--- src/hw/rtl/tsfs_pkg.sv ---
// Shared types and constants for the touch sample filter and scaler.
// Used by the register bank, the controller, the datapath and the top level.
// No dependencies.
`default_nettype none

package tsfs_pkg;

    // Configuration register indexes.
    localparam logic [2:0] REG_X_OFFSET       = 3'd0;
    localparam logic [2:0] REG_X_SPAN         = 3'd1;
    localparam logic [2:0] REG_Y_OFFSET       = 3'd2;
    localparam logic [2:0] REG_Y_SPAN         = 3'd3;
    localparam logic [2:0] REG_X_PIXELS       = 3'd4;
    localparam logic [2:0] REG_Y_PIXELS       = 3'd5;
    localparam logic [2:0] REG_READ_COUNT     = 3'd6;
    localparam logic [2:0] REG_PAIR_THRESHOLD = 3'd7;

    localparam int CfgIndexW = 3;
    localparam int CfgDataW  = 17;

    // Divider geometry: |f - offset| * pixels stays below 2^29.
    localparam int DivNumW   = 30;
    localparam int DivDenW   = 17;
    localparam int DivCntW   = 5;
    localparam logic [DivCntW-1:0] DIV_STEPS = 5'd30;

    localparam logic [12:0] PIXELS_MAX = 13'd4096;

    typedef struct packed {
        logic signed [16:0] x_offset;
        logic signed [16:0] x_span;
        logic signed [16:0] y_offset;
        logic signed [16:0] y_span;
        logic [12:0]        x_pixels;
        logic [12:0]        y_pixels;
        logic [7:0]         read_count;
        logic [15:0]        pair_threshold;
    } cfg_t;

    // Controller to datapath.
    typedef struct packed {
        logic load;
        logic mul;
        logic div_step;
        logic commit;
    } cmd_t;

    // Datapath to controller.
    typedef struct packed {
        logic div_done;
        logic need_result;
        logic out_free;
    } sts_t;

endpackage

`default_nettype wire

--- src/hw/rtl/tsfs_cfg_regs.sv ---
// Configuration register bank for the touch sample filter and scaler.
// Depends on tsfs_pkg for the register indexes and the cfg_t layout.
`default_nettype none

module tsfs_cfg_regs (
    input  wire logic                               clk,
    input  wire logic                               rst_n,
    input  wire logic                               wr_en,
    input  wire logic [tsfs_pkg::CfgIndexW-1:0]     wr_index,
    input  wire logic [tsfs_pkg::CfgDataW-1:0]      wr_data,
    output tsfs_pkg::cfg_t                          cfg
);

    tsfs_pkg::cfg_t cfg_reg;

    always_ff @(posedge clk or negedge rst_n)
    begin
        if (!rst_n)
        begin
            cfg_reg.x_offset       <= 17'sd30960;
            cfg_reg.x_span         <= 17'sd1816;
            cfg_reg.y_offset       <= -17'sd29692;
            cfg_reg.y_span         <= 17'sd29684;
            cfg_reg.x_pixels       <= 13'd320;
            cfg_reg.y_pixels       <= 13'd240;
            cfg_reg.read_count     <= 8'd10;
            cfg_reg.pair_threshold <= 16'd3;
        end
        else if (wr_en)
        begin
            case (wr_index)
                tsfs_pkg::REG_X_OFFSET:       cfg_reg.x_offset       <= wr_data;
                tsfs_pkg::REG_X_SPAN:         cfg_reg.x_span         <= wr_data;
                tsfs_pkg::REG_Y_OFFSET:       cfg_reg.y_offset       <= wr_data;
                tsfs_pkg::REG_Y_SPAN:         cfg_reg.y_span         <= wr_data;
                tsfs_pkg::REG_X_PIXELS:       cfg_reg.x_pixels       <= wr_data[12:0];
                tsfs_pkg::REG_Y_PIXELS:       cfg_reg.y_pixels       <= wr_data[12:0];
                tsfs_pkg::REG_READ_COUNT:     cfg_reg.read_count     <= wr_data[7:0];
                tsfs_pkg::REG_PAIR_THRESHOLD: cfg_reg.pair_threshold <= wr_data[15:0];
                default:                      ;
            endcase
        end
    end

    assign cfg = cfg_reg;

endmodule

`default_nettype wire

--- src/hw/rtl/tsfs_ctrl.sv ---
// Sequencing state machine for the touch sample filter and scaler.
// Depends on tsfs_pkg for the command and status structs.
`default_nettype none

module tsfs_ctrl (
    input  wire logic            clk,
    input  wire logic            rst_n,
    input  wire logic            in_valid,
    output logic                 in_ready,
    input  wire tsfs_pkg::sts_t  sts,
    output tsfs_pkg::cmd_t       cmd
);

    typedef enum logic [3:0] {
        S_IDLE = 4'b0001,
        S_MUL  = 4'b0010,
        S_DIV  = 4'b0100,
        S_DONE = 4'b1000
    } state_t;

    state_t state_reg, state_next;

    always_ff @(posedge clk or negedge rst_n)
    begin
        if (!rst_n)
        begin
            state_reg <= S_IDLE;
        end
        else
        begin
            state_reg <= state_next;
        end
    end

    always_comb
    begin
        state_next   = state_reg;
        cmd          = '0;
        in_ready     = 1'b0;
        case (state_reg)
            S_IDLE:
            begin
                in_ready = 1'b1;
                if (in_valid)
                begin
                    cmd.load   = 1'b1;
                    state_next = S_MUL;
                end
            end
            S_MUL:
            begin
                cmd.mul    = 1'b1;
                state_next = S_DIV;
            end
            S_DIV:
            begin
                cmd.div_step = 1'b1;
                if (sts.div_done)
                begin
                    state_next = S_DONE;
                end
            end
            S_DONE:
            begin
                // Wait here only when a result is due and the output is still full.
                if (!sts.need_result || sts.out_free)
                begin
                    cmd.commit = 1'b1;
                    state_next = S_IDLE;
                end
            end
            default:
            begin
                state_next = S_IDLE;
            end
        endcase
    end

endmodule

`default_nettype wire

--- src/hw/rtl/tsfs_datapath.sv ---
// Datapath of the touch sample filter and scaler: pair filter, offset and
// pixel multiply, serial signed divider, clamp, running mean and output register.
// Depends on tsfs_pkg for the cfg_t, cmd_t and sts_t types and divider sizes.
`default_nettype none

module tsfs_datapath (
    input  wire logic            clk,
    input  wire logic            rst_n,
    input  wire tsfs_pkg::cfg_t  cfg,
    input  wire tsfs_pkg::cmd_t  cmd,
    output tsfs_pkg::sts_t       sts,
    input  wire logic [15:0]     in_s1,
    input  wire logic [15:0]     in_s2,
    input  wire logic [15:0]     in_s3,
    input  wire logic            in_axis,
    input  wire logic            in_down,
    output logic                 out_valid,
    input  wire logic            out_ready,
    output logic [11:0]          out_coord,
    output logic                 out_failed,
    output logic                 out_axis
);

    localparam int NW = tsfs_pkg::DivNumW;
    localparam int DW = tsfs_pkg::DivDenW;

    // Captured item.
    logic [15:0] s1_reg, s2_reg, s3_reg;
    logic        axis_reg, down_reg;

    // Values set up in the multiply cycle.
    logic [12:0]   size_reg;
    logic          good_reg;
    logic          neg_reg;
    logic [DW-1:0] dvs_reg;

    // Divider.
    logic [NW-1:0]                  quo_reg, quo_next;
    logic [DW-1:0]                  rem_reg, rem_next;
    logic [tsfs_pkg::DivCntW-1:0]   cnt_reg;

    // Window state.
    logic [11:0] mean_reg;
    logic        mean_valid_reg;
    logic [7:0]  reads_reg;

    // Output register.
    logic        out_valid_reg;
    logic [11:0] out_coord_reg;
    logic        out_failed_reg;
    logic        out_axis_reg;

    // Pair filter and multiply operands.
    logic [15:0]        d12, d13, d23;
    logic [16:0]        sum12, sum13, sum23;
    logic [15:0]        filt;
    logic               pair_ok;
    logic signed [16:0] sel_off, sel_span;
    logic [12:0]        sel_pix, size_c;
    logic signed [17:0] diff_s;
    logic signed [31:0] prod_s;
    logic [31:0]        prod_mag;
    logic [DW-1:0]      span_mag;

    always_comb
    begin
        d12   = (s1_reg > s2_reg) ? s1_reg - s2_reg : s2_reg - s1_reg;
        d13   = (s1_reg > s3_reg) ? s1_reg - s3_reg : s3_reg - s1_reg;
        d23   = (s2_reg > s3_reg) ? s2_reg - s3_reg : s3_reg - s2_reg;
        sum12 = {1'b0, s1_reg} + {1'b0, s2_reg};
        sum13 = {1'b0, s1_reg} + {1'b0, s3_reg};
        sum23 = {1'b0, s2_reg} + {1'b0, s3_reg};
        pair_ok = 1'b1;
        if (d12 < cfg.pair_threshold)
        begin
            filt = sum12[16:1];
        end
        else if (d13 < cfg.pair_threshold)
        begin
            filt = sum13[16:1];
        end
        else if (d23 < cfg.pair_threshold)
        begin
            filt = sum23[16:1];
        end
        else
        begin
            filt    = 16'd0;
            pair_ok = 1'b0;
        end

        sel_off  = axis_reg ? cfg.y_offset : cfg.x_offset;
        sel_span = axis_reg ? cfg.y_span : cfg.x_span;
        sel_pix  = axis_reg ? cfg.y_pixels : cfg.x_pixels;
        if (sel_pix == 13'd0)
        begin
            size_c = 13'd1;
        end
        else if (sel_pix > tsfs_pkg::PIXELS_MAX)
        begin
            size_c = tsfs_pkg::PIXELS_MAX;
        end
        else
        begin
            size_c = sel_pix;
        end

        diff_s   = $signed({2'b00, filt}) - $signed({sel_off[16], sel_off});
        prod_s   = diff_s * $signed({1'b0, size_c});
        prod_mag = prod_s[31] ? 32'(-prod_s) : 32'(prod_s);
        span_mag = sel_span[16] ? DW'(-sel_span) : DW'(sel_span);
    end

    // One restoring division step.
    logic [DW:0] rem_shift, rem_sub;

    always_comb
    begin
        rem_shift = {rem_reg, quo_reg[NW-1]};
        rem_sub   = rem_shift - {1'b0, dvs_reg};
        if (rem_shift >= {1'b0, dvs_reg})
        begin
            rem_next = rem_sub[DW-1:0];
            quo_next = {quo_reg[NW-2:0], 1'b1};
        end
        else
        begin
            rem_next = rem_shift[DW-1:0];
            quo_next = {quo_reg[NW-2:0], 1'b0};
        end
    end

    // Sign, minus one, clamp, running mean and window bookkeeping.
    logic signed [31:0] q_s, r_s;
    logic [11:0]        size_m1, coord;
    logic [12:0]        mean_sum;
    logic [11:0]        mean_upd;
    logic [7:0]         limit, reads_inc;
    logic               window_end;

    always_comb
    begin
        q_s = $signed({2'b00, quo_reg});
        if (neg_reg)
        begin
            q_s = -q_s;
        end
        r_s     = q_s - 32'sd1;
        size_m1 = 12'(size_reg - 13'd1);
        if (r_s[31])
        begin
            coord = 12'd0;
        end
        else if (r_s > $signed({20'd0, size_m1}))
        begin
            coord = size_m1;
        end
        else
        begin
            coord = r_s[11:0];
        end

        mean_sum = {1'b0, mean_reg} + {1'b0, coord};
        mean_upd = mean_valid_reg ? mean_sum[12:1] : coord;

        limit      = (cfg.read_count == 8'd0) ? 8'd1 : cfg.read_count;
        reads_inc  = reads_reg + 8'd1;
        window_end = reads_inc >= limit;
    end

    always_ff @(posedge clk)
    begin
        if (cmd.load)
        begin
            s1_reg   <= in_s1;
            s2_reg   <= in_s2;
            s3_reg   <= in_s3;
            axis_reg <= in_axis;
            down_reg <= in_down;
        end
        if (cmd.mul)
        begin
            size_reg <= size_c;
            good_reg <= pair_ok && (filt != 16'd0) && (sel_span != 17'sd0);
            neg_reg  <= prod_s[31] ^ sel_span[16];
            dvs_reg  <= span_mag;
            quo_reg  <= prod_mag[NW-1:0];
            rem_reg  <= '0;
        end
        else if (cmd.div_step)
        begin
            quo_reg <= quo_next;
            rem_reg <= rem_next;
        end
        // The output fields change only when a result is loaded, so a result that
        // waits for the sink stays intact while reads that close no window commit.
        if (cmd.commit && sts.need_result)
        begin
            out_axis_reg <= axis_reg;
            if (!down_reg)
            begin
                out_coord_reg  <= 12'd0;
                out_failed_reg <= 1'b1;
            end
            else if (mean_valid_reg || good_reg)
            begin
                out_coord_reg  <= good_reg ? mean_upd : mean_reg;
                out_failed_reg <= 1'b0;
            end
            else
            begin
                out_coord_reg  <= 12'd0;
                out_failed_reg <= 1'b1;
            end
        end
    end

    always_ff @(posedge clk or negedge rst_n)
    begin
        if (!rst_n)
        begin
            cnt_reg        <= '0;
            mean_reg       <= '0;
            mean_valid_reg <= 1'b0;
            reads_reg      <= '0;
            out_valid_reg  <= 1'b0;
        end
        else
        begin
            if (cmd.mul)
            begin
                cnt_reg <= tsfs_pkg::DIV_STEPS;
            end
            else if (cmd.div_step)
            begin
                cnt_reg <= cnt_reg - 1'b1;
            end

            if (cmd.commit && sts.need_result)
            begin
                out_valid_reg <= 1'b1;
            end
            else if (out_ready)
            begin
                out_valid_reg <= 1'b0;
            end

            if (cmd.commit)
            begin
                if (!down_reg || window_end)
                begin
                    mean_reg       <= '0;
                    mean_valid_reg <= 1'b0;
                    reads_reg      <= '0;
                end
                else
                begin
                    reads_reg <= reads_inc;
                    if (good_reg)
                    begin
                        mean_reg       <= mean_upd;
                        mean_valid_reg <= 1'b1;
                    end
                end
            end
        end
    end

    assign sts.div_done    = (cnt_reg == tsfs_pkg::DivCntW'(1));
    assign sts.need_result = !down_reg || window_end;
    assign sts.out_free    = !out_valid_reg || out_ready;

    assign out_valid  = out_valid_reg;
    assign out_coord  = out_coord_reg;
    assign out_failed = out_failed_reg;
    assign out_axis   = out_axis_reg;

endmodule

`default_nettype wire

--- src/hw/rtl/touch_sample_filter_scale.sv ---
// Top level of the touch sample filter and scaler.
// Depends on tsfs_pkg, tsfs_cfg_regs, tsfs_ctrl and tsfs_datapath.
//
// Channel   Direction  Handshake          Payload
// s_*       in         s_tvalid/s_tready  one read: three raw samples, axis, pressed state
// m_*       out        m_tvalid/m_tready  one measurement: coordinate, failed, axis
// cfg_*     in         cfg_valid/cfg_ready register index and write data
//
// Each transaction passes through its capture, a multiply, 30 steps of the shared
// one-bit-per-cycle restoring divider and a commit before the next one is accepted.
// Results wait in an output register while the next transaction is taken; only a second
// result due while the first is unread stalls the commit. Reset clears the window state
// and the output valid, the registers take their reset values, and cfg_ready stays high.
`default_nettype none

module touch_sample_filter_scale (
    input  wire logic                            clk,
    input  wire logic                            rst_n,

    input  wire logic                            s_tvalid,
    output logic                                 s_tready,
    // [15:0] sample_first, [31:16] sample_second, [47:32] sample_third
    input  wire logic [47:0]                     s_tdata,
    // [0] axis, [1] touch_down
    input  wire logic [1:0]                      s_tuser,

    output logic                                 m_tvalid,
    input  wire logic                            m_tready,
    // [11:0] coordinate, [15:12] zero fill
    output logic [15:0]                          m_tdata,
    // [0] failed, [1] axis_out
    output logic [1:0]                           m_tuser,

    input  wire logic                            cfg_valid,
    output logic                                 cfg_ready,
    input  wire logic [tsfs_pkg::CfgIndexW-1:0]  cfg_index,
    input  wire logic [tsfs_pkg::CfgDataW-1:0]   cfg_data
);

    tsfs_pkg::cfg_t cfg;
    tsfs_pkg::cmd_t cmd;
    tsfs_pkg::sts_t sts;

    logic [11:0] coord;

    // Writes are accepted in any cycle; software must write only while idle, and the block itself does not enforce it.
    assign cfg_ready = 1'b1;

    tsfs_cfg_regs u_cfg (
        .clk      (clk),
        .rst_n    (rst_n),
        .wr_en    (cfg_valid && cfg_ready),
        .wr_index (cfg_index),
        .wr_data  (cfg_data),
        .cfg      (cfg)
    );

    tsfs_ctrl u_ctrl (
        .clk      (clk),
        .rst_n    (rst_n),
        .in_valid (s_tvalid),
        .in_ready (s_tready),
        .sts      (sts),
        .cmd      (cmd)
    );

    tsfs_datapath u_dp (
        .clk        (clk),
        .rst_n      (rst_n),
        .cfg        (cfg),
        .cmd        (cmd),
        .sts        (sts),
        .in_s1      (s_tdata[15:0]),
        .in_s2      (s_tdata[31:16]),
        .in_s3      (s_tdata[47:32]),
        .in_axis    (s_tuser[0]),
        .in_down    (s_tuser[1]),
        .out_valid  (m_tvalid),
        .out_ready  (m_tready),
        .out_coord  (coord),
        .out_failed (m_tuser[0]),
        .out_axis   (m_tuser[1])
    );

    assign m_tdata = {4'd0, coord};

    // A transaction keeps the block busy for the following cycle.
    a_busy_after_accept: assert property (
        @(posedge clk) disable iff (!rst_n)
        s_tvalid && s_tready |=> !s_tready
    ) else $error("input accepted while the previous item is still in work");

    // A failed measurement carries a zero coordinate.
    a_failed_zero: assert property (
        @(posedge clk) disable iff (!rst_n)
        m_tvalid && m_tuser[0] |-> m_tdata == 16'd0
    ) else $error("failed result with nonzero coordinate");

    // A due result is committed only when the output register can take it.
    a_commit_room: assert property (
        @(posedge clk) disable iff (!rst_n)
        cmd.commit && sts.need_result |-> sts.out_free
    ) else $error("result committed over an unread result");

    // The divider finishes before the commit and never runs from idle.
    a_div_in_work: assert property (
        @(posedge clk) disable iff (!rst_n)
        cmd.div_step |-> !s_tready
    ) else $error("divider stepping while the block is idle");

endmodule

`default_nettype wire

--- config.mk ---
export PLATFORM = sky130hd
export DESIGN_NAME = touch_sample_filter_scale
export DESIGN_NICKNAME = d
export VERILOG_FILES = /design/src/hw/rtl/tsfs_pkg.sv /design/src/hw/rtl/tsfs_cfg_regs.sv /design/src/hw/rtl/tsfs_ctrl.sv /design/src/hw/rtl/tsfs_datapath.sv /design/src/hw/rtl/touch_sample_filter_scale.sv
export SDC_FILE = /design/constraint.sdc
export NUM_CORES = 2
export LEC_CHECK = 0
export ABC_AREA = 1
export CAP_MARGIN = 20
export CORE_ASPECT_RATIO = 0.5
export CORE_MARGIN = 3
export CORE_UTILIZATION = 55
export DETAILED_ROUTE_END_ITERATION = 16
export DONT_BUFFER_PORTS = 1
export GPL_TIMING_DRIVEN = 0
export PLACE_DENSITY = 0.7
export SYNTH_ARGS = -nofsm -noshare
export SYNTH_HDL_FRONTEND = slang
export SYNTH_HIERARCHICAL = 1
export SYNTH_SLANG_ARGS = --single-unit
--- constraint.sdc ---
create_clock -name clk -period 15.8 [get_ports clk]
set_input_delay 2.37 -clock clk [delete_from_list [all_inputs] [get_ports clk]]
set_output_delay 2.37 -clock clk [all_outputs]
set_load 0.05 [all_outputs]
==> impl_metrics.toml <==
[synth]
synthCells = 4599
ys_ff_latch = 291
syn_area_um2 = 34300
yosysSeqAreaShare_pct = 22.9
yosys-top-cells-area = "fa_1, nand2_1, ha_1, edfxtp_1, inv_1"
synthFlopType = "edfxtp_1"
async_reset_ff_share_pct = 51.2
synth_edf_count = 125
ys_warn_count = 6
synth_top_area_share_pct = 13.8
yosysUniqueCellTypes = 71
postSynthAreaPerCell_um2 = 7.46
yosysTopAreaCell = "fa_1"

[setup_path]
critPathLaunchType = "flip-flop"
crit_path_max_incr_delay_ns = 0.85
crit_arrival_ns = 15.24
cp_max_fo = 10
required_ns = 16.12
slowest_stage = "xor2_1"
cp_common_cell = "nand2_1"
cp-end-kind = "flip-flop"
path_class = "reg -> reg"

[placement]
gp_congestion = 1.02
post-place-ws_ns = -1.24
place_hpwl_um = 79200
place_area_um2 = 35400
portBuffers = 0

[finish]
areaGrowthSynthToFinish_pct = 6.68
num-nets-final = 5297
diodes = 0
seqCellArea_um2 = 7870
final_common_cell = "nand2_1"
fill_cells = 5636
mostFrequentLayoutCells = "nand2_1, inv_1, nor2_1"
drive_gt1_share_pct = 6.31
largest_register_ffs = 118
fin_area_um2 = 36600
multi_input_area_um2 = 23000

[routing]
dr_total_vias = 30400
drt_wl_total_um = 97100
dr.first_iter.drc_count = 2581
avgViaCountPerCell = 5.53
dr.pass1.iters = 5
post_drt_wl_per_cell_um = 17.7
drtAntennaViolNets = 0
remaining_drc_errors = 0

[global_routing]
grt_pass1_vias = 30100
grt_pass1_wl_um = 156000
overflow = 0
grt_max_degree = 150
antenna_found_initial = 0
grt_util_all_layers_pct = 29.6

[clock_tree]
clock_sinks = 291
cts-root-buf = "clkbuf_16"
numCtsBuffers = 29
cts_buffer_depth = 3
insertion_delay_ns = 0.61
cts_tree = "built"
cts_max_level = 1
clk_pin_slew_worst_paths_ns = 0.07
postCtsHoldBufs = 0

[timing]
rsz0062_at_grt = "false"
post-route-period-util_pct = 94.4
setup-tns-final_ns = 0
report.final.slew_viol_count = 0
slew-limit-headroom_pct = 27.1
finalCriticalPeriod_ns = 14.92
finalHoldViolations = 0
tightest_slew_ns = 1.09
finClkSkew_ns = 0.0332
setup_viol = 0
worst_slack_ns = 0.878
fmax_mhz = 67.0

[floorplan]
dieArea_um2 = 65600
die_h_um = 183
initial_core_util_pct = 55.9
die_w_um = 359
coreArea_um2 = 61400
num_rows = 64
ios = 96

[worst_hold_path]
hp-class = "reg -> reg"

[outcome]
status = "finished, final reports clean"

[job]
cap_violations = 0
critical path, delay by kind of cell (launching register included):
family	cells	cell delay, ns
simple gates	21	2.36
compound gates	22	3.78
flops	1	0.48
xor+xnor	4	1.51
fa+ha+maj	11	4.40
buf+inv	14	2.05
repair_timing:
item | 4_1_cts | 5_1_grt
resized for setup | 7 | 36
endpoints found under the setup margin | 30 | 30
buffers inserted | 3 | 10
pin swaps | 1 | 2
synth_stat cells, types with 17 or more instances:
master,instances
o21a_1,21
o21ai_1,30
nand2_1,1163
nand3_1,237
inv_1,750
buf_2,17
dfstp_2,39
nor3_1,31
edfxtp_1,125
o21bai_1,17
nand4_1,34
o21ai_0,202
clkbuf_1,81
nand2_2,17
dfxtp_1,17
mux2i_1,38
nor2_2,27
xnor2_1,34
dfrtp_1,110
xor2_1,146
ha_1,336
a21oi_1,245
nor2_1,357
or2_2,26
fa_1,236
kinds of logic (layout without fill, tap and decap cells):
| group | Yosys count | in the layout | synth area share (%) |
|---|---|---|---|
| adder cells (fa/ha/maj) | 572 | 572 | 26.0 |
| AO/OA/AOI/OAI | 654 | 654 | 11.0 |
| buffers and inverters | 908 | 979 | 10.2 |
| AND/OR/NAND/NOR | 1954 | 1954 | 24.1 |
| other | 2 | 5 | 0.0219 |
| multiplexers | 38 | 38 | 1.11 |
| XOR/XNOR | 180 | 180 | 4.59 |
| flip-flops | 291 | 291 | 22.9 |
metal layers:
| layer | routed length, um | part of all wire [%] | vias to the layer above | track usage (%) |
|---|---|---|---|---|
| li1 | - | - | 14700 | - |
| met1 | 43300 | 45 | 14500 | 40.4 |
| met2 | 44400 | 46 | 1020 | 50.0 |
| met3 | 6240 | 6.4 | 188 | 3.53 |
| met4 | 3140 | 3.2 | 0 | 8.75 |
| met5 | 0 | 0 | - | 0 |
stage by stage:
| stage | std cells | util, % | hold slack (ns) |
|---|---|---|---|
| floorplan | 4602 | - | 0.437 |
| global placement | 5427 | 57.6 | 0.450 |
| detailed placement | 5430 | 57.6 | 0.454 |
| CTS | 5487 | 59.4 | 0.464 |
| global route | 5498 | 59.6 | 0.478 |
| finish | 5498 | 59.6 | 0.461 |
cell type report:
cell class                 count  area share [%]
buffer                       129            1.64
clock buffer                  39            2.29
clock inverter                15           0.482
inverter                     779            8.00
multi-input combinational   3403            62.9
sequential                   291            21.5
tap                          825            2.82
timing repair buffer          17           0.407
final timing paths:
kind                            slack, ns  cells past startpoint            from               end
worst min-delay path                 0.46                      2  u_cfg/cfg[105]    u_cfg/cfg[105]
min in group asynchronous            1.45                      0           rst_n     u_cfg/cfg[65]
worst max-delay path                 0.88                     72  u_dp/s2_reg[0]  u_dp/quo_reg[18]
worst max register to register       0.88                     72  u_dp/s2_reg[0]  u_dp/quo_reg[18]
max in group asynchronous           14.06                      0           rst_n    u_cfg/cfg[108]
worst min register to register       0.46                      2  u_cfg/cfg[105]    u_cfg/cfg[105]
Power is not shown: default switching activity piles up to over one toggle a cycle in this logic, so the estimate is an artifact.
